--- config.mk ---
export PLATFORM = sky130hd
export DESIGN_NAME = dsc_res_fifo
export DESIGN_NICKNAME = d
export VERILOG_FILES = /design/src/hw/rtl/dsc_pkg.sv /design/src/hw/rtl/dsc_res_fifo.sv
export SDC_FILE = /design/constraint.sdc
export NUM_CORES = 1
export LEC_CHECK = 0
export BUFFER_PORTS_ARGS = -buffer_cell sky130_fd_sc_hd__buf_2
export CAP_MARGIN = 20
export CORE_ASPECT_RATIO = 1.1
export CORE_UTILIZATION = 45
export CTS_BUF_LIST = sky130_fd_sc_hd__clkbuf_16
export CTS_CLUSTER_SIZE = 28
export DETAILED_ROUTE_END_ITERATION = 16
export GPL_ROUTABILITY_DRIVEN = 0
export PLACE_DENSITY = 0.71
export SLEW_MARGIN = 0
export SYNTH_ARGS = -nofsm -noshare
export SYNTH_HDL_FRONTEND = slang
export SYNTH_SLANG_ARGS = --single-unit
--- constraint.sdc ---
create_clock -name clk_i -period 17.6 [get_ports clk_i]
set_clock_uncertainty 0.1 [all_clocks]
set_input_delay 3.52 -clock clk_i [delete_from_list [all_inputs] [get_ports clk_i]]
set_output_delay 3.52 -clock clk_i [all_outputs]
set_load 0.05 [all_outputs]
--- src/hw/rtl/dsc_pkg.sv ---
// Shared types and constants for the datagram sequence checker with byte ring.
package dsc_pkg;

  localparam int unsigned RING_BYTES   = 65536;
  localparam int unsigned MAX_DATAGRAM = 2048;
  localparam int unsigned SEQ_HEADER   = 4;
  localparam logic [31:0] HALF_RANGE   = 32'h8000_0000;
  localparam int unsigned RES_DEPTH    = 4;

  localparam int unsigned ADDR_W  = $clog2(RING_BYTES);
  localparam int unsigned FILL_W  = $clog2(RING_BYTES + 1);
  localparam int unsigned POS_W   = $clog2(MAX_DATAGRAM);
  localparam int unsigned LEN_W   = 12;
  localparam int unsigned RCNT_W  = $clog2(RES_DEPTH + 1);
  localparam int unsigned RPTR_W  = $clog2(RES_DEPTH);

  localparam logic MODE_BYTE  = 1'b0;
  localparam logic MODE_DRAIN = 1'b1;

  typedef struct packed {
    logic             mode;
    logic [7:0]       rx_byte;
    logic [LEN_W-1:0] frame_len;
  } dsc_in_t;

  typedef struct packed {
    logic [7:0]        drain_byte;
    logic              drain_valid;
    logic [FILL_W-1:0] fill_level;
    logic [63:0]       gap_events;
    logic [63:0]       lost_frames;
    logic [63:0]       dropped_bytes;
    logic [63:0]       packet_count;
    logic [63:0]       payload_count;
  } dsc_out_t;

  // What the front end decided for one item; the back end applies it.
  typedef struct packed {
    logic              drain_valid;
    logic [FILL_W-1:0] fill_level;
    logic              gap_inc;
    logic [31:0]       lost_inc;
    logic              pkt_inc;
    logic              pay_inc;
    logic              drop_inc;
  } dsc_desc_t;

endpackage

--- src/hw/rtl/dsc_res_fifo.sv ---
// Small result queue between the back end and the output port.
module dsc_res_fifo import dsc_pkg::*; (
  input  logic              clk_i,
  input  logic              rst_ni,
  input  logic              push_i,
  input  dsc_out_t          data_i,
  input  logic              pop_i,
  output logic              empty_o,
  output logic [RCNT_W-1:0] count_o,
  output dsc_out_t          data_o
);

  dsc_out_t          entry_q [RES_DEPTH];
  logic [RPTR_W-1:0] wr_q, rd_q;
  logic [RCNT_W-1:0] cnt_q;
  logic              do_push;
  logic              do_pop;

  assign empty_o = (cnt_q == '0);
  assign count_o = cnt_q;
  assign data_o  = entry_q[rd_q];
  assign do_pop  = pop_i && !empty_o;
  assign do_push = push_i && (cnt_q != RCNT_W'(RES_DEPTH));

  always_ff @(posedge clk_i) begin
    if (do_push) begin
      entry_q[wr_q] <= data_i;
    end
  end

  always_ff @(posedge clk_i or negedge rst_ni) begin
    if (!rst_ni) begin
      wr_q  <= '0;
      rd_q  <= '0;
      cnt_q <= '0;
    end else begin
      if (do_push) begin
        wr_q <= (wr_q == RPTR_W'(RES_DEPTH - 1)) ? '0 : wr_q + RPTR_W'(1);
      end
      if (do_pop) begin
        rd_q <= (rd_q == RPTR_W'(RES_DEPTH - 1)) ? '0 : rd_q + RPTR_W'(1);
      end
      if (do_push && !do_pop) begin
        cnt_q <= cnt_q + RCNT_W'(1);
      end else if (do_pop && !do_push) begin
        cnt_q <= cnt_q - RCNT_W'(1);
      end
    end
  end

endmodule

==> flow_metrics.tcl <==
set metrics [dict create \
    outcome "complete, no violations" \
    grt_usage_pct 18.07 \
    grt_pass1_vias 24060 \
    num-fill-cells 8435 \
    die_area_sq_um 115200 \
    cts.path.max_buffers 3 \
    leakage_uw 0.02117 \
    fmax_mhz 110.7 \
    clkPwrFrac_pct 24.4 \
    slew_viol_final 0 \
    syn_to_final_growth_pct 18.77 \
    fin_nets 2994 \
    core_sq_um 112700 \
    port-buffer-count 699 \
    grt_max_degree 147 \
    overflow 0 \
    comb_power_share_pct 37.3 \
    clk_latency_ns 0.75 \
    final_area_sq_um 60860 \
    holdWs_ns 0.4873 \
    ff_latch_area_sq_um 41740 \
    synthFlopType "edfxtp_1" \
    drive_above_1_share_pct 38.52 \
    path_class "reg2out" \
    place_area_sq_um 56300 \
    chipWidth_um 323.7 \
    post_cts_buffers 0 \
    multi_input_area_sq_um 8882 \
    cts-resized-gates 0 \
    grt_pass1_wl_um 152600 \
    antenna_left 0 \
    hold_buffers 0 \
    netSwitchingFraction_pct 38.89 \
    cts_tree "built" \
    htree_levels 4 \
    wl_per_cell_um 24.77 \
    ys_types 23 \
    power_density_nw_per_um2 195.0 \
    critPathLaunchType "flop" \
    crit_required_ns 13.98 \
    cts_made_buffers 138 \
    cts_root_buffer "clkbuf_16" \
    syn_avg_cell_area_sq_um 27.77 \
    critPathMaxFanout 57 \
    slew_headroom_pct 27.69 \
    path_clk_slew_ns 0.06 \
    final_cells 4267 \
    synth-async-reset-ratio_pct 0.5032 \
    ys_warn_count 0 \
    cts.sink_count 1391 \
    arrival_ns 5.41 \
    start_util_pct 45.48 \
    min_period_over_period_pct 51.31 \
    die_y_um 355.9 \
    io_pins 700 \
    drt_iter0_drc 1784 \
    endpoint_kind "primary output" \
    dp_cells 4003 \
    syn_area_sq_um 51240 \
    vias_per_cell 5.385 \
    dpl.hpwl_um 65380 \
    ir_worst_vdd_uv 148.4 \
    p_total_uw 11870 \
    routed_wl_um 105700 \
    rsz0062_at_grt "false" \
    maxCapViolCount 0 \
    rows 129 \
    pwr-share-seq_pct 38.3 \
    hp-class "reg2reg" \
    period_needed_ns 9.030 \
    vias 22980 \
    synth_edf_count 1384 \
    worst_pin_slew_ns 1.085 \
    ys_ff_latch 1391 \
    yosysSeqAreaShare_pct 81.45 \
    dr.pass1.iters 4 \
    syn-num-nets 2202 \
    setup_viol 0 \
    power_switching_uw 4616 \
    p_int_uw 7254 \
    antenna_found_initial 43 \
    finalSetupTns_ns 0 \
    drc 0 \
    syn_inst 1845 \
    hold_violations 0 \
]
==> per-layer routing <==
metal	global-route usage, %	wire (um)	share of wire [%]
met1	20.95	38530	36
met2	30.05	54050	51
met5	0	289	0.27
met3	6.656	9319	8.8
met4	7.887	3510	3.3
==> cell usage in the layout, fill, tap and decap left out, types with 2 or more instances in the layout <==
cell / instances
ha_1: 6
clkinv_1: 28
mux4_2: 124
dfrtp_1: 5
clkinv_16: 3
inv_6: 5
mux2_2: 4
buf_2: 699
buf_4: 28
clkbuf_16: 143
inv_1: 29
dfrtp_4: 2
buf_12: 2
nor2_1: 3
clkinv_2: 24
bufinv_16: 14
mux4_1: 222
clkinv_8: 3
xor2_1: 2
nor3_1: 2
edfxtp_1: 1384
and2_4: 3
diode_2: 17
==> worst paths after layout <==
check / cells after the start / start / slack, ns / to
min in group asynchronous: 1 / rst_ni / 2.50 / count_o[0]
hold reg to reg: 1 / wr_q[1] / 0.49 / wr_q[1]
setup reg to reg: 6 / count_o[0] / 12.53 / entry_q[2][229]
hold / removal: 1 / wr_q[1] / 0.49 / wr_q[1]
max in group asynchronous: 1 / rst_ni / 14.71 / rd_q[1]
setup / recovery: 5 / rd_q[0] / 8.57 / data_o[214]
==> critical path: stages (launching register included) <==
cell and delay [ns]:
dfrtp_4 1.11, buf_4 0.88, buf_4 0.79, buf_4 0.70, mux4_1 0.67, buf_2 0.24
==> stage by stage <==
stage / utilization (%) / setup slack [ns]
5_1_grt: 54.01 / 8.194
4_1_cts: 53.99 / 8.414
3_5_place_dp: 49.97 / 9.278
2_1_floorplan: - / 4.021
6_report: 54.02 / 8.570
3_3_place_gp: 49.95 / 9.376
==> power by group through the flow <==
| stage | registers, uW | clock network [uW] | logic, uW |
|---|---|---|---|
| floorplan | 4790 | 0 | 3450 |
| CTS | 4560 | 2960 | 4470 |
| global placement | 4600 | 0 | 4400 |
| global route | 4600 | 3080 | 4590 |
| finish | 4550 | 2890 | 4420 |
| detailed placement | 4620 | 0 | 4460 |
==> sequential cells by signal, indices dropped and copies added (netlist names) <==
register / flops
entry_q: 1384
count_o: 3
rd_q: 2
wr_q: 2
==> cells in the mapped netlist, types with 2 or more instances <==
| library cell | number | area, sq um |
|---|---|---|
| and2_1 | 3 | 18.77 |
| buf_2 | 35 | 175.2 |
| buf_6 | 33 | 371.6 |
| buf_8 | 4 | 60.06 |
| clkbuf_1 | 5 | 18.77 |
| dfrtp_1 | 7 | 175.2 |
| edfxtp_1 | 1384 | 41560 |
| ha_1 | 6 | 75.07 |
| inv_1 | 3 | 11.26 |
| mux2_2 | 4 | 45.04 |
| mux4_1 | 222 | 5833 |
| mux4_2 | 124 | 2793 |
| nor2_1 | 3 | 11.26 |
| nor3_1 | 2 | 10.01 |
| xor2_1 | 2 | 17.52 |
==> final cells by class <==
| class | instances | share of cell area (%) |
|---|---|---|
| clock buffer | 143 | 5.879 |
| sequential | 1391 | 68.58 |
| tap | 1506 | 3.096 |
| timing repair buffer | 730 | 6.204 |
| clock inverter | 104 | 1.554 |
| multi-input combinational | 373 | 14.59 |
| antenna | 17 | 0.06990 |
| inverter | 3 | 0.01850 |
==> kinds of logic (layout without fill, tap and decap cells) <==
| family | count (synthesis) | count (layout) | share of synthesized area, % |
|---|---|---|---|
| AOI/OAI and AO/OA | 4 | 4 | 0.05372 |
| xor gates and xnor gates | 3 | 3 | 0.05129 |
| adders and majority gates | 7 | 7 | 0.1856 |
| buffers and inverters | 81 | 980 | 1.258 |
| DFF | 1391 | 1391 | 81.45 |
| muxes | 350 | 350 | 16.92 |
| other | 0 | 17 | 0 |
| and+or+nand+nor | 9 | 9 | 0.08546 |
No activity file was read; power rests on OpenSTA's default activity.
