[config.mk]
export PLATFORM = sky130hd
export DESIGN_NAME = dsc_front
export DESIGN_NICKNAME = d
export VERILOG_FILES = /design/src/hw/rtl/dsc_pkg.sv /design/src/hw/rtl/dsc_front.sv
export SDC_FILE = /design/constraint.sdc
export NUM_CORES = 1
export LEC_CHECK = 0
export BUFFER_PORTS_ARGS = -buffer_cell sky130_fd_sc_hd__buf_2
export CAP_MARGIN = 0
export CORE_MARGIN = 2
export CORE_UTILIZATION = 54
export DETAILED_ROUTE_END_ITERATION = 12
export GPL_TIMING_DRIVEN = 0
export PLACE_DENSITY = 0.75
export RECOVER_POWER = 50
export SLEW_MARGIN = 15
export SYNTH_ARGS = -nofsm -noshare
export SYNTH_HDL_FRONTEND = slang
export SYNTH_SLANG_ARGS = --single-unit
[constraint.sdc]
create_clock -name clk_i -period 4.5 [get_ports clk_i]
set_input_delay 0.225 -clock clk_i [delete_from_list [all_inputs] [get_ports clk_i]]
set_output_delay 0.225 -clock clk_i [all_outputs]
set_load 0.005 [all_outputs]
[src/hw/rtl/dsc_pkg.sv]
// Shared types and constants for the datagram sequence checker with byte ring.
package dsc_pkg;

  localparam int unsigned RING_BYTES   = 65536;
  localparam int unsigned MAX_DATAGRAM = 2048;
  localparam int unsigned SEQ_HEADER   = 4;
  localparam logic [31:0] HALF_RANGE   = 32'h8000_0000;
  localparam int unsigned RES_DEPTH    = 4;

  localparam int unsigned ADDR_W  = $clog2(RING_BYTES);
  localparam int unsigned FILL_W  = $clog2(RING_BYTES + 1);
  localparam int unsigned POS_W   = $clog2(MAX_DATAGRAM);
  localparam int unsigned LEN_W   = 12;
  localparam int unsigned RCNT_W  = $clog2(RES_DEPTH + 1);
  localparam int unsigned RPTR_W  = $clog2(RES_DEPTH);

  localparam logic MODE_BYTE  = 1'b0;
  localparam logic MODE_DRAIN = 1'b1;

  typedef struct packed {
    logic             mode;
    logic [7:0]       rx_byte;
    logic [LEN_W-1:0] frame_len;
  } dsc_in_t;

  typedef struct packed {
    logic [7:0]        drain_byte;
    logic              drain_valid;
    logic [FILL_W-1:0] fill_level;
    logic [63:0]       gap_events;
    logic [63:0]       lost_frames;
    logic [63:0]       dropped_bytes;
    logic [63:0]       packet_count;
    logic [63:0]       payload_count;
  } dsc_out_t;

  // What the front end decided for one item; the back end applies it.
  typedef struct packed {
    logic              drain_valid;
    logic [FILL_W-1:0] fill_level;
    logic              gap_inc;
    logic [31:0]       lost_inc;
    logic              pkt_inc;
    logic              pay_inc;
    logic              drop_inc;
  } dsc_desc_t;

endpackage

[src/hw/rtl/dsc_front.sv]
// Front end: datagram position tracking, sequence check, ring admission and pointers.
module dsc_front import dsc_pkg::*; (
  input  logic              clk_i,
  input  logic              rst_ni,
  input  logic              take_i,
  input  dsc_in_t           item_i,
  output dsc_desc_t         desc_o,
  output logic              ram_we_o,
  output logic [ADDR_W-1:0] ram_waddr_o,
  output logic [7:0]        ram_wdata_o,
  output logic              ram_re_o,
  output logic [ADDR_W-1:0] ram_raddr_o
);

  logic [POS_W-1:0]  pos_q, pos_d;
  logic [31:0]       seq_q, seq_d;
  logic [31:0]       prev_q, prev_d;
  logic              have_prev_q, have_prev_d;
  logic              accept_q, accept_d;
  logic [ADDR_W-1:0] wptr_q, wptr_d;
  logic [ADDR_W-1:0] rptr_q, rptr_d;
  logic [FILL_W-1:0] fill_q, fill_d;

  logic [LEN_W-1:0]  len;
  logic [LEN_W-1:0]  pos_ext;
  logic [LEN_W-1:0]  len_m4;
  logic [31:0]       need;
  logic [31:0]       seq_next;
  logic [31:0]       diff;
  logic              is_byte;
  logic              in_header;
  logic              in_payload;
  logic              acc_now;
  logic              store;
  logic              drain;

  always_comb begin
    if (item_i.frame_len == '0) begin
      len = LEN_W'(1);
    end else if (32'(item_i.frame_len) > 32'(MAX_DATAGRAM)) begin
      len = LEN_W'(MAX_DATAGRAM);
    end else begin
      len = item_i.frame_len;
    end
  end

  assign pos_ext    = LEN_W'(pos_q);
  assign len_m4     = len - LEN_W'(SEQ_HEADER);
  assign is_byte    = take_i && (item_i.mode == MODE_BYTE);
  assign in_header  = is_byte && (len >= LEN_W'(SEQ_HEADER)) && (pos_ext < LEN_W'(SEQ_HEADER));
  assign in_payload = is_byte && (len >= LEN_W'(SEQ_HEADER)) && (pos_ext >= LEN_W'(SEQ_HEADER));
  assign seq_next   = {seq_q[23:0], item_i.rx_byte};
  assign diff       = seq_next - prev_q;
  assign need       = 32'(fill_q) + 32'(len_m4);

  // The admission decision is taken at the first payload byte and held for the rest.
  assign acc_now = (pos_ext == LEN_W'(SEQ_HEADER)) ? (need <= 32'(RING_BYTES)) : accept_q;
  assign store   = in_payload && acc_now && (32'(fill_q) < 32'(RING_BYTES));
  assign drain   = take_i && (item_i.mode == MODE_DRAIN) && (fill_q != '0);

  always_comb begin
    pos_d       = pos_q;
    seq_d       = seq_q;
    prev_d      = prev_q;
    have_prev_d = have_prev_q;
    accept_d    = accept_q;
    wptr_d      = wptr_q;
    rptr_d      = rptr_q;
    fill_d      = fill_q;

    desc_o          = '0;
    desc_o.pay_inc  = in_payload;
    desc_o.drop_inc = in_payload && !store;

    if (in_header) begin
      seq_d = seq_next;
      if (pos_ext == LEN_W'(SEQ_HEADER - 1)) begin
        if (have_prev_q && (diff != 32'd1) && (diff != 32'd0) && (diff < HALF_RANGE)) begin
          desc_o.gap_inc  = 1'b1;
          desc_o.lost_inc = diff - 32'd1;
        end
        prev_d         = seq_next;
        have_prev_d    = 1'b1;
        desc_o.pkt_inc = 1'b1;
      end
    end

    if (in_payload && (pos_ext == LEN_W'(SEQ_HEADER))) begin
      accept_d = acc_now;
    end

    if (is_byte) begin
      if ((pos_ext + LEN_W'(1)) >= len) begin
        pos_d = '0;
      end else begin
        pos_d = pos_q + POS_W'(1);
      end
    end

    if (store) begin
      wptr_d = (wptr_q == ADDR_W'(RING_BYTES - 1)) ? '0 : wptr_q + ADDR_W'(1);
      fill_d = fill_q + FILL_W'(1);
    end else if (drain) begin
      rptr_d = (rptr_q == ADDR_W'(RING_BYTES - 1)) ? '0 : rptr_q + ADDR_W'(1);
      fill_d = fill_q - FILL_W'(1);
    end

    desc_o.drain_valid = drain;
    desc_o.fill_level  = fill_d;
  end

  assign ram_we_o    = store;
  assign ram_waddr_o = wptr_q;
  assign ram_wdata_o = item_i.rx_byte;
  assign ram_re_o    = drain;
  assign ram_raddr_o = rptr_q;

  always_ff @(posedge clk_i or negedge rst_ni) begin
    if (!rst_ni) begin
      pos_q       <= '0;
      seq_q       <= '0;
      prev_q      <= '0;
      have_prev_q <= 1'b0;
      accept_q    <= 1'b0;
      wptr_q      <= '0;
      rptr_q      <= '0;
      fill_q      <= '0;
    end else begin
      pos_q       <= pos_d;
      seq_q       <= seq_d;
      prev_q      <= prev_d;
      have_prev_q <= have_prev_d;
      accept_q    <= accept_d;
      wptr_q      <= wptr_d;
      rptr_q      <= rptr_d;
      fill_q      <= fill_d;
    end
  end

endmodule

==> qor.log <==
INFO  die            num_rows=49
INFO  global_route   maximum_number_of_pins_on_one_net_before_global_route_repair=68
INFO  global_route   vias_in_the_first_global_route=8988
INFO  synthesis      synth.yosys.warnings=0
INFO  timing         post-route-worst-setup-slack=-0.753ns
INFO  placement      place.port_buffers=119
INFO  die            die_outline_area=19400µm²
INFO  synthesis      synth.yosys.seq_area_share=29.9%
INFO  synthesis      summed_instance_area_of_the_synthesized_netlist=9890µm²
INFO  hold_path      worstHoldPathType=primary input to flop
INFO  synthesis      ys_async_rst_share=100%
INFO  critical_path  reg2reg_setup_slack=0.30ns
INFO  drt            route.detailed.wl_per_inst=16.5µm
INFO  synthesis      most_frequently_used_flop_master_after_synthesis=sky130_fd_sc_hd__dfrtp_1
INFO  critical_path  timing.critical_path.cells=buf_8, nor3_4, nand3_2, or3_4, nor2_1, nor2_1, nor2_1, ha_2, inv_2, fa_2, inv_2, a2111oi_4, o21ai_1, or4b_1, nor4_2, or4b_4, o211ai_2, and3_4, buf_8, a41oi_2, xnor2_2, buf_2
INFO  synthesis      synth_most_common_cell=sky130_fd_sc_hd__nand2_1
INFO  synthesis      postSynthAreaPerCell=8.27µm²
INFO  clock_tree     cts-htree-levels=4
INFO  placement      place.detailed.hpwl=19.3mm
INFO  clock_tree     cts_tree=built
INFO  critical_path  worst_r2r_endpoint=ram_waddr_o[3]$_DFFE_PN0P_
INFO  drt            pre_repair_dr_iteration_count=7
INFO  critical_path  worstPathMaxFanout=5
INFO  timing         finalSetupViolations=51
INFO  timing         max_clock_freq=0.190GHz
INFO  synthesis      yosys.cell_types.count=89
INFO  synthesis      mappedNetlistNets=1286
INFO  die            design.core.area=18000µm²
INFO  timing         unrepaired_setup_endpoints_after_global_routing=true
INFO  global_route   global_route.overflow_total=0
INFO  timing         max_slew_margin=-84.9%
INFO  timing         hold-worst-slack=0.118ns
INFO  critical_path  worstSetupPathType=primary input to output port
INFO  critical_path  regToRegStartpoint=fill_q[0]$_DFF_PN0_
INFO  synthesis      synth_edf_count=0
INFO  timing         final.setup.tns=-15.59ns
INFO  clock_tree     clock_path_buffers=2
INFO  critical_path  cp.required=4.28ns
INFO  die            io_pins=120
INFO  drt            detail_route.iter0.violations=954
INFO  timing         share_of_the_cycle_needed_by_the_critical_path_after_routing=117%
INFO  placement      place_congestion=0.906
INFO  clock_tree     cts.sink_count=118
INFO  global_route   grt_antenna_before_repair=0
INFO  timing         fin_crit=5.25ns
INFO  clock_tree     clk_lat_worst_skew=0.41ns
INFO  clock_tree     master_cell_of_the_clock_root_buffer=sky130_fd_sc_hd__clkbuf_16
INFO  final_layout   diodes=0
INFO  die            floorplan.die.width=139µm
INFO  critical_path  timing.critical_path.max_delay_family=simple AND/OR/NAND/NOR gates
INFO  status         result_of_the_run=finished, violations left
INFO  power_and_ir_drop vdd_ir_drop_max=491µV
INFO  hold_path      min-delay-start=item_i[15]
INFO  synthesis      synthCells=1195
INFO  critical_path  critical_path_arrival=5.03ns
INFO  drt            drcViolationCount=0
INFO  global_route   grt_first_pass_wirelength=43.3mm
INFO  critical_path  worst_setup_path_end_kind=output port
INFO  timing         worst_case_clock_skew=0.0126ns
INFO  critical_path  worst_r2r_path_depth=17
INFO  global_route   track_usage=26.6%
INFO  synthesis      netlist.top_cell.by_area=sky130_fd_sc_hd__dfrtp_1
INFO  synthesis      ys_top_cells_by_area=sky130_fd_sc_hd__dfrtp_1 30%, sky130_fd_sc_hd__ha_1 8.2%, sky130_fd_sc_hd__xnor2_1 5.1%
INFO  timing         slew_violations=121
INFO  final_layout   area_delta_synth_final=24.2%
INFO  hold_path      hold_path_end=prev_q[3]$_DFFE_PN0P_
INFO  timing         report.final.hold_viol_count=0
INFO  critical_path  path_common_cell=sky130_fd_sc_hd__nor2_1
INFO  critical_path  cpMaxStageDelayCell=sky130_fd_sc_hd__fa_2
INFO  synthesis      yosys_register_bits=118
INFO  final_layout   post_route_cells_drive_above_1_share=24.9%
INFO  critical_path  critical_path_buf_inv_count=5
INFO  flow_run       cap_violations=2
INFO  hold_path      hold-path-cell-count=3
INFO  die            starting_density=55.0%
INFO  final_layout   nets_final=1475
INFO  drt            vias=9710
INFO  clock_tree     numCtsBuffers=17
INFO  critical_path  timing.critical_path.from_type=primary input
INFO  power_and_ir_drop cellPowerDensity=778nW/µm²
INFO  synthesis      synth_commonest_cells=129 x sky130_fd_sc_hd__nand2_1, 118 x sky130_fd_sc_hd__dfrtp_1, 107 x sky130_fd_sc_hd__nor2_1, 95 x sky130_fd_sc_hd__o21ai_0, 65 x sky130_fd_sc_hd__ha_1
INFO  synthesis      yosysTopAreaCellShare=29.9%
INFO  status         violations_in_the_final_reports=capacitance limit, slew limit, setup timing
INFO  power_and_ir_drop cellLeakagePower=5.61nW
INFO  die            die-height=139µm
INFO  drt            ant_nets=0
INFO  timing         worst_pin_slew=2.77ns
INFO  clock_tree     clk_transition_reported_paths=0.06ns
INFO  drt            via_density_per_instance=5.98
INFO  drt            wirelength=26.8mm
INFO  critical_path  cpPeakStageDelay=0.53ns
-- worst reg2reg max path, stage by stage, from the launching register on --
cell and delay [ns]:
sky130_fd_sc_hd__dfrtp_1 0.51, sky130_fd_sc_hd__ha_2 0.26, sky130_fd_sc_hd__inv_2 0.04, sky130_fd_sc_hd__fa_2 0.53
sky130_fd_sc_hd__inv_2 0.04, sky130_fd_sc_hd__a2111oi_4 0.30, sky130_fd_sc_hd__o21ai_1 0.11, sky130_fd_sc_hd__or4b_1 0.53
sky130_fd_sc_hd__nor4_2 0.15, sky130_fd_sc_hd__or4b_4 0.52, sky130_fd_sc_hd__o211ai_2 0.19, sky130_fd_sc_hd__and3_4 0.29
sky130_fd_sc_hd__buf_12 0.15, sky130_fd_sc_hd__buf_4 0.11, sky130_fd_sc_hd__buf_6 0.07, sky130_fd_sc_hd__buf_4 0.10
sky130_fd_sc_hd__a31o_4 0.14, sky130_fd_sc_hd__a21oi_2 0.04
-- power breakdown --
part | total (W) | internal, W | switching [W]
Clock | 0.00141 | 0.000889 | 0.000516
Sequential | 0.00182 | 0.00145 | 0.000374
Combinational | 0.00633 | 0.00257 | 0.00376
Total | 0.00956 | 0.00490 | 0.00466
-- worst max-delay path by stage --
stage / to / cells after the start / startpoint / slack (ns)
6_report: desc_o[41] / 22 / item_i[3] / -0.75
5_1_grt: desc_o[41] / 22 / item_i[3] / -0.94
4_1_cts: desc_o[51] / 24 / item_i[2] / -0.60
3_5_place_dp: desc_o[39] / 23 / item_i[4] / -0.78
3_3_place_gp: desc_o[39] / 21 / item_i[11] / -0.78
2_1_floorplan: desc_o[46] / 21 / item_i[4] / -0.03
-- cell usage in the layout, fill, tap and decap left out, drive strengths merged, types with 5 or more instances in the layout --
master  Yosys  layout
buf        28     185
nand2     129     129
dfrtp     118     118
nor2      107     107
o21ai     104     104
ha         65      65
a21oi      64      64
inv        60      63
clkbuf     31      61
nand3      58      58
xnor2      58      58
xor2       32      32
nor3       32      32
mux2       29      29
and3       25      25
a21o       17      17
o21a       17      17
and2       17      17
a31oi      17      17
nor4       15      15
or3        13      13
nand4      13      13
nand2b     11      11
a41oi      11      11
nor2b       9       9
a211oi      8       8
o21bai      8       8
or2         8       8
o211ai      7       7
and4        6       6
nand3b      5       5
a31o        5       5
a21boi      5       5
-- cell type report --
cell class	instances	area [µm²]
Multi-Input combinational cell	957	6850
Fill cell	1432	5680
Sequential cell	118	2950
Timing Repair Buffer	174	1040
Clock buffer	18	439
Buffer	55	312
Tap cell	229	287
Inverter	61	229
Clock inverter	13	173
-- per-layer routing --
metal,routed length [µm],vias up,track usage (%)
li1,-,4670,-
met1,11600,4590,34.8
met2,12900,387,44.8
met3,1580,63,3.92
met4,726,0,9.99
met5,0,-,0
-- per-stage QoR --
step | cell area (µm²) | worst slack, ns | total power, W | instances | utilization, %
finish | 12300 | -0.753 | 0.00956 | 1625 | 68.4
global route | 12300 | -0.941 | 0.0104 | 1625 | 68.4
CTS | 11800 | -0.598 | 0.00912 | 1599 | 65.7
detailed placement | 10800 | -0.781 | 0.00749 | 1544 | 60.3
global placement | 10800 | -0.775 | 0.00737 | 1543 | 60.1
floorplan | 9920 | -0.0349 | 0.00620 | 1195 | -
-- state kept, by name, summed over array words and instances (netlist names) --
signal,cells
prev_q,32
ram_waddr_o,16
accept_q,1
fill_q,17
have_prev_q,1
ram_raddr_o,16
seq_q,24
pos_q,11
-- cell families after synthesis --
logic type / Yosys count / share of synthesized area, %
compound gates: 304 / 20.4
xor+xnor: 90 / 7.97
fa+ha+maj: 67 / 8.63
buf+inv: 120 / 5.52
flops: 118 / 29.9
mux: 31 / 3.51
simple gates: 465 / 24.1
-- timing repair --
| action | CTS | global route |
|---|---|---|
| pin swaps | 17 | 56 |
| gates cloned | 1 | 1 |
| endpoints found under the setup margin | 60 | 84 |
| resized for setup | 29 | 73 |
| hold endpoints to repair | 51 | 0 |
| hold buffers | 1 | 0 |
| setup buffers | 23 | 30 |
Note: power is estimated with default switching activity, not from simulation.
