$ cat src/hw/rtl/dsc_pkg.sv
// Shared types and constants for the datagram sequence checker with byte ring.
package dsc_pkg;

  localparam int unsigned RING_BYTES   = 65536;
  localparam int unsigned MAX_DATAGRAM = 2048;
  localparam int unsigned SEQ_HEADER   = 4;
  localparam logic [31:0] HALF_RANGE   = 32'h8000_0000;
  localparam int unsigned RES_DEPTH    = 4;

  localparam int unsigned ADDR_W  = $clog2(RING_BYTES);
  localparam int unsigned FILL_W  = $clog2(RING_BYTES + 1);
  localparam int unsigned POS_W   = $clog2(MAX_DATAGRAM);
  localparam int unsigned LEN_W   = 12;
  localparam int unsigned RCNT_W  = $clog2(RES_DEPTH + 1);
  localparam int unsigned RPTR_W  = $clog2(RES_DEPTH);

  localparam logic MODE_BYTE  = 1'b0;
  localparam logic MODE_DRAIN = 1'b1;

  typedef struct packed {
    logic             mode;
    logic [7:0]       rx_byte;
    logic [LEN_W-1:0] frame_len;
  } dsc_in_t;

  typedef struct packed {
    logic [7:0]        drain_byte;
    logic              drain_valid;
    logic [FILL_W-1:0] fill_level;
    logic [63:0]       gap_events;
    logic [63:0]       lost_frames;
    logic [63:0]       dropped_bytes;
    logic [63:0]       packet_count;
    logic [63:0]       payload_count;
  } dsc_out_t;

  // What the front end decided for one item; the back end applies it.
  typedef struct packed {
    logic              drain_valid;
    logic [FILL_W-1:0] fill_level;
    logic              gap_inc;
    logic [31:0]       lost_inc;
    logic              pkt_inc;
    logic              pay_inc;
    logic              drop_inc;
  } dsc_desc_t;

endpackage

$ cat src/hw/rtl/dsc_back.sv
// Back end: holds the statistics counters and assembles each result with the ring read data.
module dsc_back import dsc_pkg::*; (
  input  logic      clk_i,
  input  logic      rst_ni,
  input  logic      desc_valid_i,
  input  dsc_desc_t desc_i,
  input  logic [7:0] ram_rdata_i,
  output logic      busy_o,
  output logic      res_valid_o,
  output dsc_out_t  res_o
);

  logic        stage_v_q;
  dsc_desc_t   desc_q;
  logic [63:0] gap_q, gap_d;
  logic [63:0] lost_q, lost_d;
  logic [63:0] drop_q, drop_d;
  logic [63:0] pkt_q, pkt_d;
  logic [63:0] pay_q, pay_d;

  assign gap_d  = gap_q  + 64'(desc_q.gap_inc);
  assign lost_d = lost_q + 64'(desc_q.lost_inc);
  assign drop_d = drop_q + 64'(desc_q.drop_inc);
  assign pkt_d  = pkt_q  + 64'(desc_q.pkt_inc);
  assign pay_d  = pay_q  + 64'(desc_q.pay_inc);

  // The ring read issued with the item returns in the cycle the descriptor sits here.
  always_comb begin
    res_o.drain_byte    = desc_q.drain_valid ? ram_rdata_i : 8'd0;
    res_o.drain_valid   = desc_q.drain_valid;
    res_o.fill_level    = desc_q.fill_level;
    res_o.gap_events    = gap_d;
    res_o.lost_frames   = lost_d;
    res_o.dropped_bytes = drop_d;
    res_o.packet_count  = pkt_d;
    res_o.payload_count = pay_d;
  end

  assign res_valid_o = stage_v_q;
  assign busy_o      = stage_v_q;

  always_ff @(posedge clk_i) begin
    if (desc_valid_i) begin
      desc_q <= desc_i;
    end
  end

  always_ff @(posedge clk_i or negedge rst_ni) begin
    if (!rst_ni) begin
      stage_v_q <= 1'b0;
      gap_q     <= '0;
      lost_q    <= '0;
      drop_q    <= '0;
      pkt_q     <= '0;
      pay_q     <= '0;
    end else begin
      stage_v_q <= desc_valid_i;
      if (stage_v_q) begin
        gap_q  <= gap_d;
        lost_q <= lost_d;
        drop_q <= drop_d;
        pkt_q  <= pkt_d;
        pay_q  <= pay_d;
      end
    end
  end

endmodule

$ cat config.mk
export PLATFORM = sky130hd
export DESIGN_NAME = dsc_back
export DESIGN_NICKNAME = d
export VERILOG_FILES = /design/src/hw/rtl/dsc_pkg.sv /design/src/hw/rtl/dsc_back.sv
export SDC_FILE = /design/constraint.sdc
export NUM_CORES = 1
export LEC_CHECK = 0
export ABC_AREA = 1
export BUFFER_PORTS_ARGS = -buffer_cell sky130_fd_sc_hd__buf_2
export CORE_UTILIZATION = 52
export DETAILED_ROUTE_END_ITERATION = 10
export PLACE_DENSITY = 0.79
export SETUP_SLACK_MARGIN = 0.3
export SLEW_MARGIN = 20
export SYNTH_ARGS = -nofsm -noshare
export SYNTH_HDL_FRONTEND = slang
export SYNTH_SLANG_ARGS = --single-unit
$ cat constraint.sdc
create_clock -name clk_i -period 5.2 [get_ports clk_i]
set_clock_uncertainty 0.2 [all_clocks]
set_input_delay 1.04 -clock clk_i [delete_from_list [all_inputs] [get_ports clk_i]]
set_output_delay 1.04 -clock clk_i [all_outputs]
set_load 0.005 [all_outputs]
==> results.json, run 1 <==
{
  "dr.pass1.iters": 7,
  "drc_errors": 0,
  "ir_worst_vdd_v": 0.0003651,
  "start_util_pct": 53.09,
  "crit_arrival_ns": 3.13,
  "cts-root-buf": "clkbuf_16",
  "total_power_uw": 9588,
  "portBuffers": 412,
  "worstSetupPathType": "reg -> out",
  "dp_hpwl_mm": 67.07,
  "num_vias": 25408,
  "avgSynthCellArea_um2": 6.824,
  "crit_path_start_kind": "flop",
  "switching_share_pct": 35.28,
  "fin_setup_tns_ns": 0,
  "status": "finished clean",
  "finalSetupViolations": 0,
  "critPathMaxFanout": 4,
  "syn_nets": 3844,
  "cp-end-kind": "primary output",
  "die_h_um": 223.5,
  "slew_viol_final": 0,
  "routed_via_density": 5.334,
  "grt_usage_pct": 33.81,
  "routedWlPerCell_um": 17.87,
  "wirelength_mm": 85.12,
  "slowest_stage": "fa_1",
  "synth_common_cells": "nand2_1 (1387), inv_1 (469), nor2_1 (366)",
  "fin_crit_sh_pct": 83.97,
  "ioPinCount": 413,
  "min_period_ns": 4.366,
  "clock_latency_ns": 0.58,
  "p_per_area_mw_per_mm2": 323.7,
  "numCtsBuffers": 43,
  "ctsLongestPathBuffers": 3,
  "synth_most_common_cell": "nand2_1",
  "dieArea_mm2": 0.04994,
  "ys_warn_count": 0,
  "antenna_found_initial": 0,
  "htree_levels": 2,
  "min_path_type": "reg -> reg",
  "hold_slack_ns": 0.2827,
  "synth_top_area_share_pct": 31.49,
  "critPathBufInv": 1,
  "antenna_left": 0,
  "area_delta_synth_final_pct": 16.12,
  "worstMarginPinSlew_ns": 1.026,
  "antenna_cells": 0,
  "critPathTopFamily": "simple AND/OR/NAND/NOR gates",
  "yosys-top-cells-area": "dfrtp_1 (31%), nand2_1 (20%), xor2_1 (8.2%)",
  "grt_start_max_net_pins": 151,
  "cp_common_cell": "nand2_1",
  "max_slew_margin_pct": 31.60,
  "leakagePower_uw": 0.01479,
  "core_mm2": 0.04805,
  "ys_seq_area_share_pct": 37.85,
  "hold_buffers": 0,
  "hold_violations": 0,
  "synth-seq-cells": 375,
  "max_stage_delay_ns": 0.45,
  "clock-sinks": 375,
  "required_ns": 3.96,
  "cts.repair.resized": 0,
  "grt_pass1_wl_mm": 131.7,
  "post-cts-setup-buffers": 0,
  "synth_ff_type": "dfrtp_1",
  "cts_tree": "yes",
  "drt_iter0_drc": 2170,
  "synthCells": 3738,
  "crit_chain": "ha_1 -> fa_1 -> nand3_1 -> nand3_1 -> nand2_1 -> nand2_1 -> nand2_1 -> nand2_1 -> nand2_1 -> nand2_1 -> nand2_1 -> nand3_1 -> and2_1 -> buf_2",
  "async_flop_share_pct": 85.60,
  "drive_above_1_share_pct": 13.81,
  "synth_top_cell_by_area": "dfrtp_1",
  "gp_congestion": 0.9905,
  "power_frac_comb_pct": 30.0,
  "p_sw_uw": 3382,
  "rows": 80,
  "grt_pass1_vias": 24083,
  "p_int_uw": 6206,
  "seq_power_share_pct": 35.6,
  "die_x_um": 223.5,
  "max_freq_ghz": 0.2290,
  "rsz0062_at_grt": "false",
  "synthesis.area_mm2": 0.02551,
  "overflow": 0,
  "power.share.clock_pct": 34.5,
  "synth_edf_count": 54,
  "clkSlewWorstSetupHoldPaths_ns": 0.05,
  "nets": 4220,
  "cap_violations": 0,
  "synth_cell_types": 43
}
## cell type report
class | count | area (µm²)
Timing Repair Buffer | 422 | 2201
Clock buffer | 64 | 1329
Multi-Input combinational cell | 2799 | 13660
Sequential cell | 375 | 9658
Fill cell | 4529 | 18430
Tap cell | 615 | 769.5
Clock inverter | 15 | 220.2
Inverter | 473 | 1780
## power by group through the flow
stage / Clock, µW / Combinational (µW) / Sequential [µW]
6_report: 3310 / 2870 / 3410
4_1_cts: 3360 / 2840 / 3400
2_1_floorplan: 0 / 1750 / 3400
5_1_grt: 3460 / 3170 / 3440
3_5_place_dp: 0 / 2820 / 3450
3_3_place_gp: 0 / 2780 / 3440
## flip-flops by register name, indices dropped and copies added (netlist names)
register and flops:
busy_o 1, desc_q 36, drop_q 64, gap_q 64, lost_q 64, pay_q 64, pkt_q 64, res_o 18
## worst register-to-register path, cell delays in order (launching register included)
cell and delay [ns]:
dfrtp_1 0.34, ha_1 0.28, ha_1 0.29, inv_1 0.09, nor2_1 0.32, nand2_1 0.19
nor2_1 0.30, nand3_1 0.21, xor2_1 0.27, nand2_1 0.08, o21ai_0 0.11
## metrics by stage
| stage | setup slack (ns) | utilization [%] | instances | cell area, µm² |
|---|---|---|---|---|
| floorplan | 2.014 | - | 3738 | 25510 |
| global placement | 1.580 | 58.41 | 4684 | 28070 |
| detailed placement | 1.481 | 58.41 | 4684 | 28070 |
| CTS | 0.8627 | 61.64 | 4763 | 29610 |
| global route | 0.6483 | 61.65 | 4763 | 29620 |
| finish | 0.8336 | 61.65 | 4763 | 29620 |
## path summary, 6_finish.rpt
check / startpoint / endpoint / slack [ns] / cells after the start
max reg2reg: pay_q[0]$_DFFE_PN0P_ / pay_q[48]$_DFFE_PN0P_ / 2.42 / 10
min: lost_q[21]$_DFFE_PN0P_ / lost_q[21]$_DFFE_PN0P_ / 0.28 / 2
min in group asynchronous: rst_ni / drop_q[37]$_DFFE_PN0P_ / 0.31 / 1
max: desc_q[3]$_DFFE_PP_ / res_o[230] / 0.83 / 14
min reg2reg: lost_q[21]$_DFFE_PN0P_ / lost_q[21]$_DFFE_PN0P_ / 0.28 / 2
max in group asynchronous: rst_ni / gap_q[50]$_DFFE_PN0P_ / 3.51 / 2
## cells by family after synthesis
kind of cell	share of synthesized area, %
AO/OA/AOI/OAI	3.905
XOR/XNOR	9.085
AND/OR/NAND/NOR	38.53
flip-flops	37.85
adder cells (fa/ha/maj)	2.041
buffers and inverters	8.594
## metal layers
metal | vias to the layer above | track usage (%) | wire, µm
met2 | 997 | 55.43 | 39410
met3 | 191 | 5.123 | 6177
li1 | 12407 | - | -
met5 | - | 0 | 0
met4 | 0 | 12.42 | 3186
met1 | 11813 | 45.25 | 36360
## layout by cell type (no fill, tap or decap), types with 96 or more instances in the layout
cell type  netlist  final
buf_2            3    411
dfrtp_1        321    320
inv_1          469    468
nand2_1       1387   1387
nand3_1        196    196
nand4_1         96     96
nor2_1         366    366
nor3_1         129    129
o21ai_0        168    168
xor2_1         240    240
Power figures use the tool's default switching activity.
==> inputs of run 2 (changes only) <==
clock period = 4.4 ns   (was 5.2 ns; I/O delays follow)
==> results.json, run 2 (synthesis results as in run 1) <==
{
  "ir_worst_vdd_v": 0.0004448,
  "crit_arrival_ns": 2.87,
  "hold_buffers": 0,
  "critPathBufInv": 1,
  "post-cts-setup-buffers": 0,
  "max_slew_margin_pct": 23.12,
  "max_stage_delay_ns": 0.38,
  "crit_path_start_kind": "flop",
  "dr.pass1.iters": 6,
  "cp_common_cell": "nand3_1",
  "grt_pass1_wl_mm": 129.7,
  "slowest_stage": "edfxtp_1",
  "required_ns": 3.32,
  "nets": 4222,
  "fin_crit_sh_pct": 89.72,
  "die_x_um": 223.5,
  "start_util_pct": 53.09,
  "die_h_um": 223.5,
  "layout_common_cells": "nand2_1 (1381), inv_1 (468), buf_2 (411)",
  "cts-root-buf": "clkbuf_16",
  "critPathMaxFanout": 4,
  "status": "finished clean",
  "slew_viol_final": 0,
  "max_freq_ghz": 0.2533,
  "dieArea_mm2": 0.04994,
  "critPathTopFamily": "simple AND/OR/NAND/NOR gates",
  "drive_above_1_share_pct": 14.13,
  "rsz0062_at_grt": "false",
  "routed_via_density": 5.333,
  "grt_start_max_net_pins": 263,
  "drc_errors": 0,
  "area_delta_synth_final_pct": 15.75,
  "hold_violations": 0,
  "overflow": 0,
  "min_period_ns": 3.947,
  "drt_iter0_drc": 2349,
  "leakagePower_uw": 0.01472,
  "antenna_left": 0,
  "wirelength_mm": 84.13,
  "worstSetupPathType": "reg -> out",
  "antenna_cells": 0,
  "final_common_cell": "nand2_1",
  "core_mm2": 0.04805,
  "routedWlPerCell_um": 17.66,
  "htree_levels": 2,
  "gp_congestion": 1.015,
  "clock-sinks": 375,
  "cp-end-kind": "primary output",
  "min_path_type": "in -> async",
  "ctsLongestPathBuffers": 3,
  "p_per_area_mw_per_mm2": 371.9,
  "portBuffers": 412,
  "clock_latency_ns": 0.58,
  "fin_setup_tns_ns": 0,
  "rows": 80,
  "numCtsBuffers": 43,
  "cap_violations": 0,
  "grt_usage_pct": 33.28,
  "cts_tree": "yes",
  "finalSetupViolations": 0,
  "clkSlewWorstSetupHoldPaths_ns": 0.06,
  "place_ws_ns": 0.9102,
  "worstMarginPinSlew_ns": 1.153,
  "antenna_found_initial": 0,
  "dp_hpwl_mm": 66.02,
  "grt_pass1_vias": 23992,
  "num_vias": 25399,
  "ioPinCount": 413,
  "setup_ws_ns": 0.4525,
  "crit_chain": "ha_2 -> fa_2 -> nand3_1 -> nand3_2 -> nand3_1 -> nand3_1 -> nand2_1 -> nand2_1 -> nand2_1 -> nand3_1 -> and2_1 -> buf_2"
}
-- run 2: changes by cell type in the layout (fill, tap and decap cells not counted), moves of 3 or more --
cell       delta
buf_4         +3
bufinv_16     -4
clkbuf_1      +8
clkbuf_8      -4
ha_1          -5
ha_2          +5
nand2_1       -6
nand2_2       +6
nand3_1       -3
nand3_2       +3
nor2_1        -3
nor2_2        +3
-- run 2: metrics by stage --
stage / instance area [µm²] / instances / utilization [%] / hold slack [ns] / power, µW
after floorplan: 25510 / 3738 / - / 0.2459 / 6077
after global placement: 28080 / 4686 / 58.45 / 0.2579 / 7341
after detailed placement: 28080 / 4686 / 58.45 / 0.2668 / 7391
after CTS: 29460 / 4763 / 61.31 / 0.1368 / 10980
after global routing: 29520 / 4763 / 61.45 / 0.1543 / 11550
final: 29520 / 4763 / 61.45 / 0.09792 / 10980
-- run 2: worst paths after layout --
| check | slack, ns | from | to | depth (start not counted) |
|---|---|---|---|---|
| min reg2reg | 0.28 | lost_q[0]$_DFFE_PN0P_ | lost_q[0]$_DFFE_PN0P_ | 2 |
| min in group clk_i | 0.26 | desc_i[17] | desc_q[17]$_DFFE_PP_ | 1 |
| max reg2reg | 1.82 | drop_q[14]$_DFFE_PN0P_ | drop_q[49]$_DFFE_PN0P_ | 9 |
| min | 0.1 | rst_ni | drop_q[37]$_DFFE_PN0P_ | 1 |
| max in group asynchronous | 2.87 | rst_ni | busy_o$_DFF_PN0_ | 2 |
| max | 0.45 | desc_q[3]$_DFFE_PP_ | res_o[236] | 12 |
-- run 2: what timing repair did --
item                                    4_1_cts  5_1_grt
pin swaps                                     0        0
endpoints found under the setup margin        7       31
gates resized for setup                       2       19
-- run 2: layout make-up --
type	instances	area, µm²
inverters	473	1780
multi-input cells	2799	13730
fillers	4510	18520
flip-flops and latches	375	9658
well taps	615	769.5
clock buffers	67	1279
repair buffers	424	2212
clock inverters	10	91.34
-- run 2: routing by layer --
metal / part of all wire [%] / track usage (%) / vias up
met5: 0 / 0 / -
met4: 3.8 / 13.04 / 0
met3: 7.2 / 5.413 / 160
met2: 46 / 53.29 / 927
met1: 43 / 45.05 / 11892
li1: - / - / 12420
-- run 2: power breakdown --
group / total [µW] / internal [µW] / switching [µW] / leakage (µW)
registers: 4020 / 3800 / 219 / 0.00493
clock network: 3560 / 2060 / 1500 / 0.000666
logic: 3400 / 1160 / 2240 / 0.00912
total: 11000 / 7020 / 3960 / 0.0147
==> inputs of run 3 (changes only) <==
CTS_BUF_LIST = sky130_fd_sc_hd__clkbuf_16   (was unset)
==> results.json, run 3 (synthesis results as in run 1) <==
{
  "status": "finished clean",
  "ir_worst_vdd_v": 0.0004451,
  "layout.cells.non_filler": 4763,
  "r2r_end": "drop_q[49]$_DFFE_PN0P_",
  "slew_viol_final": 0,
  "p_sw_uw": 3956,
  "power_frac_comb_pct": 31.4,
  "drc_errors": 0,
  "rows": 80,
  "die_h_um": 223.5,
  "ioPinCount": 413,
  "crit_path_start_kind": "flop",
  "leakagePower_uw": 0.01474,
  "seq_area_mm2": 0.009658,
  "r2r-start": "drop_q[14]$_DFFE_PN0P_",
  "required_ns": 3.32,
  "critPathTopFamily": "simple AND/OR/NAND/NOR gates",
  "p_per_area_mw_per_mm2": 367.4,
  "placedCellCount": 4686,
  "grt_pass1_vias": 23982,
  "area_delta_synth_final_pct": 15.53,
  "dp_hpwl_mm": 66.02,
  "cp_common_cell": "nand3_1",
  "r2r_slack_ns": 1.84,
  "cap_violations": 0,
  "cts-root-buf": "clkbuf_16",
  "die_x_um": 223.5,
  "antenna_cells": 0,
  "numCtsBuffers": 43,
  "post_dp_cell_area_mm2": 0.02808,
  "drive_above_1_share_pct": 13.98,
  "post-cts-setup-buffers": 0,
  "wirelength_mm": 84.09,
  "clock-sinks": 375,
  "power.share.clock_pct": 31.4,
  "p_int_uw": 6871,
  "seq_power_share_pct": 37.2,
  "n_fill_cell": 4525,
  "max_slew_margin_pct": 17.23,
  "htree_levels": 2,
  "crit_chain": "ha_2 -> fa_2 -> nand3_1 -> nand3_2 -> nand3_1 -> nand3_1 -> nand2_1 -> nand2_1 -> nand2_1 -> nand3_1 -> and2_1 -> buf_2",
  "grt_usage_pct": 33.27,
  "switching_share_pct": 36.54,
  "fin_crit_sh_pct": 89.57,
  "max_freq_ghz": 0.2537,
  "cts_tree": "yes",
  "hold_violations": 0,
  "nets": 4222,
  "reg2reg_depth": 9,
  "antenna_left": 0,
  "final_common_cell": "nand2_1",
  "grt_start_max_net_pins": 263,
  "overflow": 0,
  "rsz0062_at_grt": "false",
  "clkSlewWorstSetupHoldPaths_ns": 0.06,
  "grt_pass1_wl_mm": 129.7,
  "multi_input_area_mm2": 0.01375,
  "routed_via_density": 5.331,
  "hold_slack_ns": 0.09719,
  "portBuffers": 412,
  "start_util_pct": 53.09,
  "hold_buffers": 0,
  "cp-end-kind": "primary output",
  "routedWlPerCell_um": 17.65,
  "crit_arrival_ns": 2.86,
  "drt_iter0_drc": 2297,
  "core_mm2": 0.04805,
  "critPathMaxFanout": 4,
  "post-route-cell-area_mm2": 0.02947,
  "gp_congestion": 1.015,
  "slowest_stage": "edfxtp_1",
  "num_vias": 25391,
  "min_period_ns": 3.941,
  "finalSetupViolations": 0,
  "dieArea_mm2": 0.04994,
  "clock_latency_ns": 0.58,
  "ctsLongestPathBuffers": 3,
  "layout_common_cells": "nand2_1 (1381), inv_1 (483), buf_2 (411)",
  "antenna_found_initial": 0,
  "worstMarginPinSlew_ns": 1.242,
  "worstSetupPathType": "reg -> out",
  "min_path_type": "in -> async",
  "dr.pass1.iters": 6,
  "critPathBufInv": 1,
  "fin_setup_tns_ns": 0,
  "max_stage_delay_ns": 0.38,
  "postLayoutCoreUtil_pct": 61.33
}
run 3: worst max-delay path by stage:
stage,slack [ns],start,to,cells after the start
finish,0.46,desc_q[3]$_DFFE_PP_,res_o[236],12
global placement,0.97,desc_q[3]$_DFFE_PP_,res_o[254],14
CTS,0.33,desc_q[3]$_DFFE_PP_,res_o[254],14
floorplan,1.37,desc_q[3]$_DFFE_PP_,res_o[248],13
global route,0.30,desc_q[3]$_DFFE_PP_,res_o[232],14
detailed placement,0.91,desc_q[3]$_DFFE_PP_,res_o[254],14
run 3: stage by stage:
stage                     power [µW]  setup WS [ns]
final                          10830         0.4588
after global routing           11400         0.3050
after CTS                      10820         0.3294
after detailed placement        7391         0.9102
after global placement          7341         0.9662
after floorplan                 6077          1.374
run 3: area by class of cell:
cell class / instances / share of cell area (%)
clock inverter: 32 / 0.5902
clock buffer: 45 / 3.821
multi-input combinational: 2799 / 46.65
timing repair buffer: 424 / 7.507
sequential: 375 / 32.78
tap: 615 / 2.611
inverter: 473 / 6.042
run 3: timing repair:
action                                  4_1_cts  5_1_grt
endpoints found under the setup margin        7       31
pin swaps                                     0        0
resized for setup                             2       20
run 3: power by group through the flow:
| stage | clock network, µW | registers [µW] | logic (µW) |
|---|---|---|---|
| 5_1_grt | 3580 | 4060 | 3760 |
| 6_report | 3400 | 4030 | 3400 |
| 4_1_cts | 3460 | 4020 | 3350 |
| 3_5_place_dp | 0 | 4070 | 3320 |
| 3_3_place_gp | 0 | 4060 | 3280 |
| 2_1_floorplan | 0 | 4010 | 2060 |
run 3: per-layer routing:
| metal | GRT usage [%] | part of all wire [%] | vias to the layer above |
|---|---|---|---|
| li1 | - | - | 12424 |
| met5 | 0 | 0 | - |
| met1 | 45.08 | 43 | 11858 |
| met4 | 13.04 | 3.9 | 0 |
| met2 | 53.23 | 46 | 939 |
| met3 | 5.400 | 7.2 | 170 |
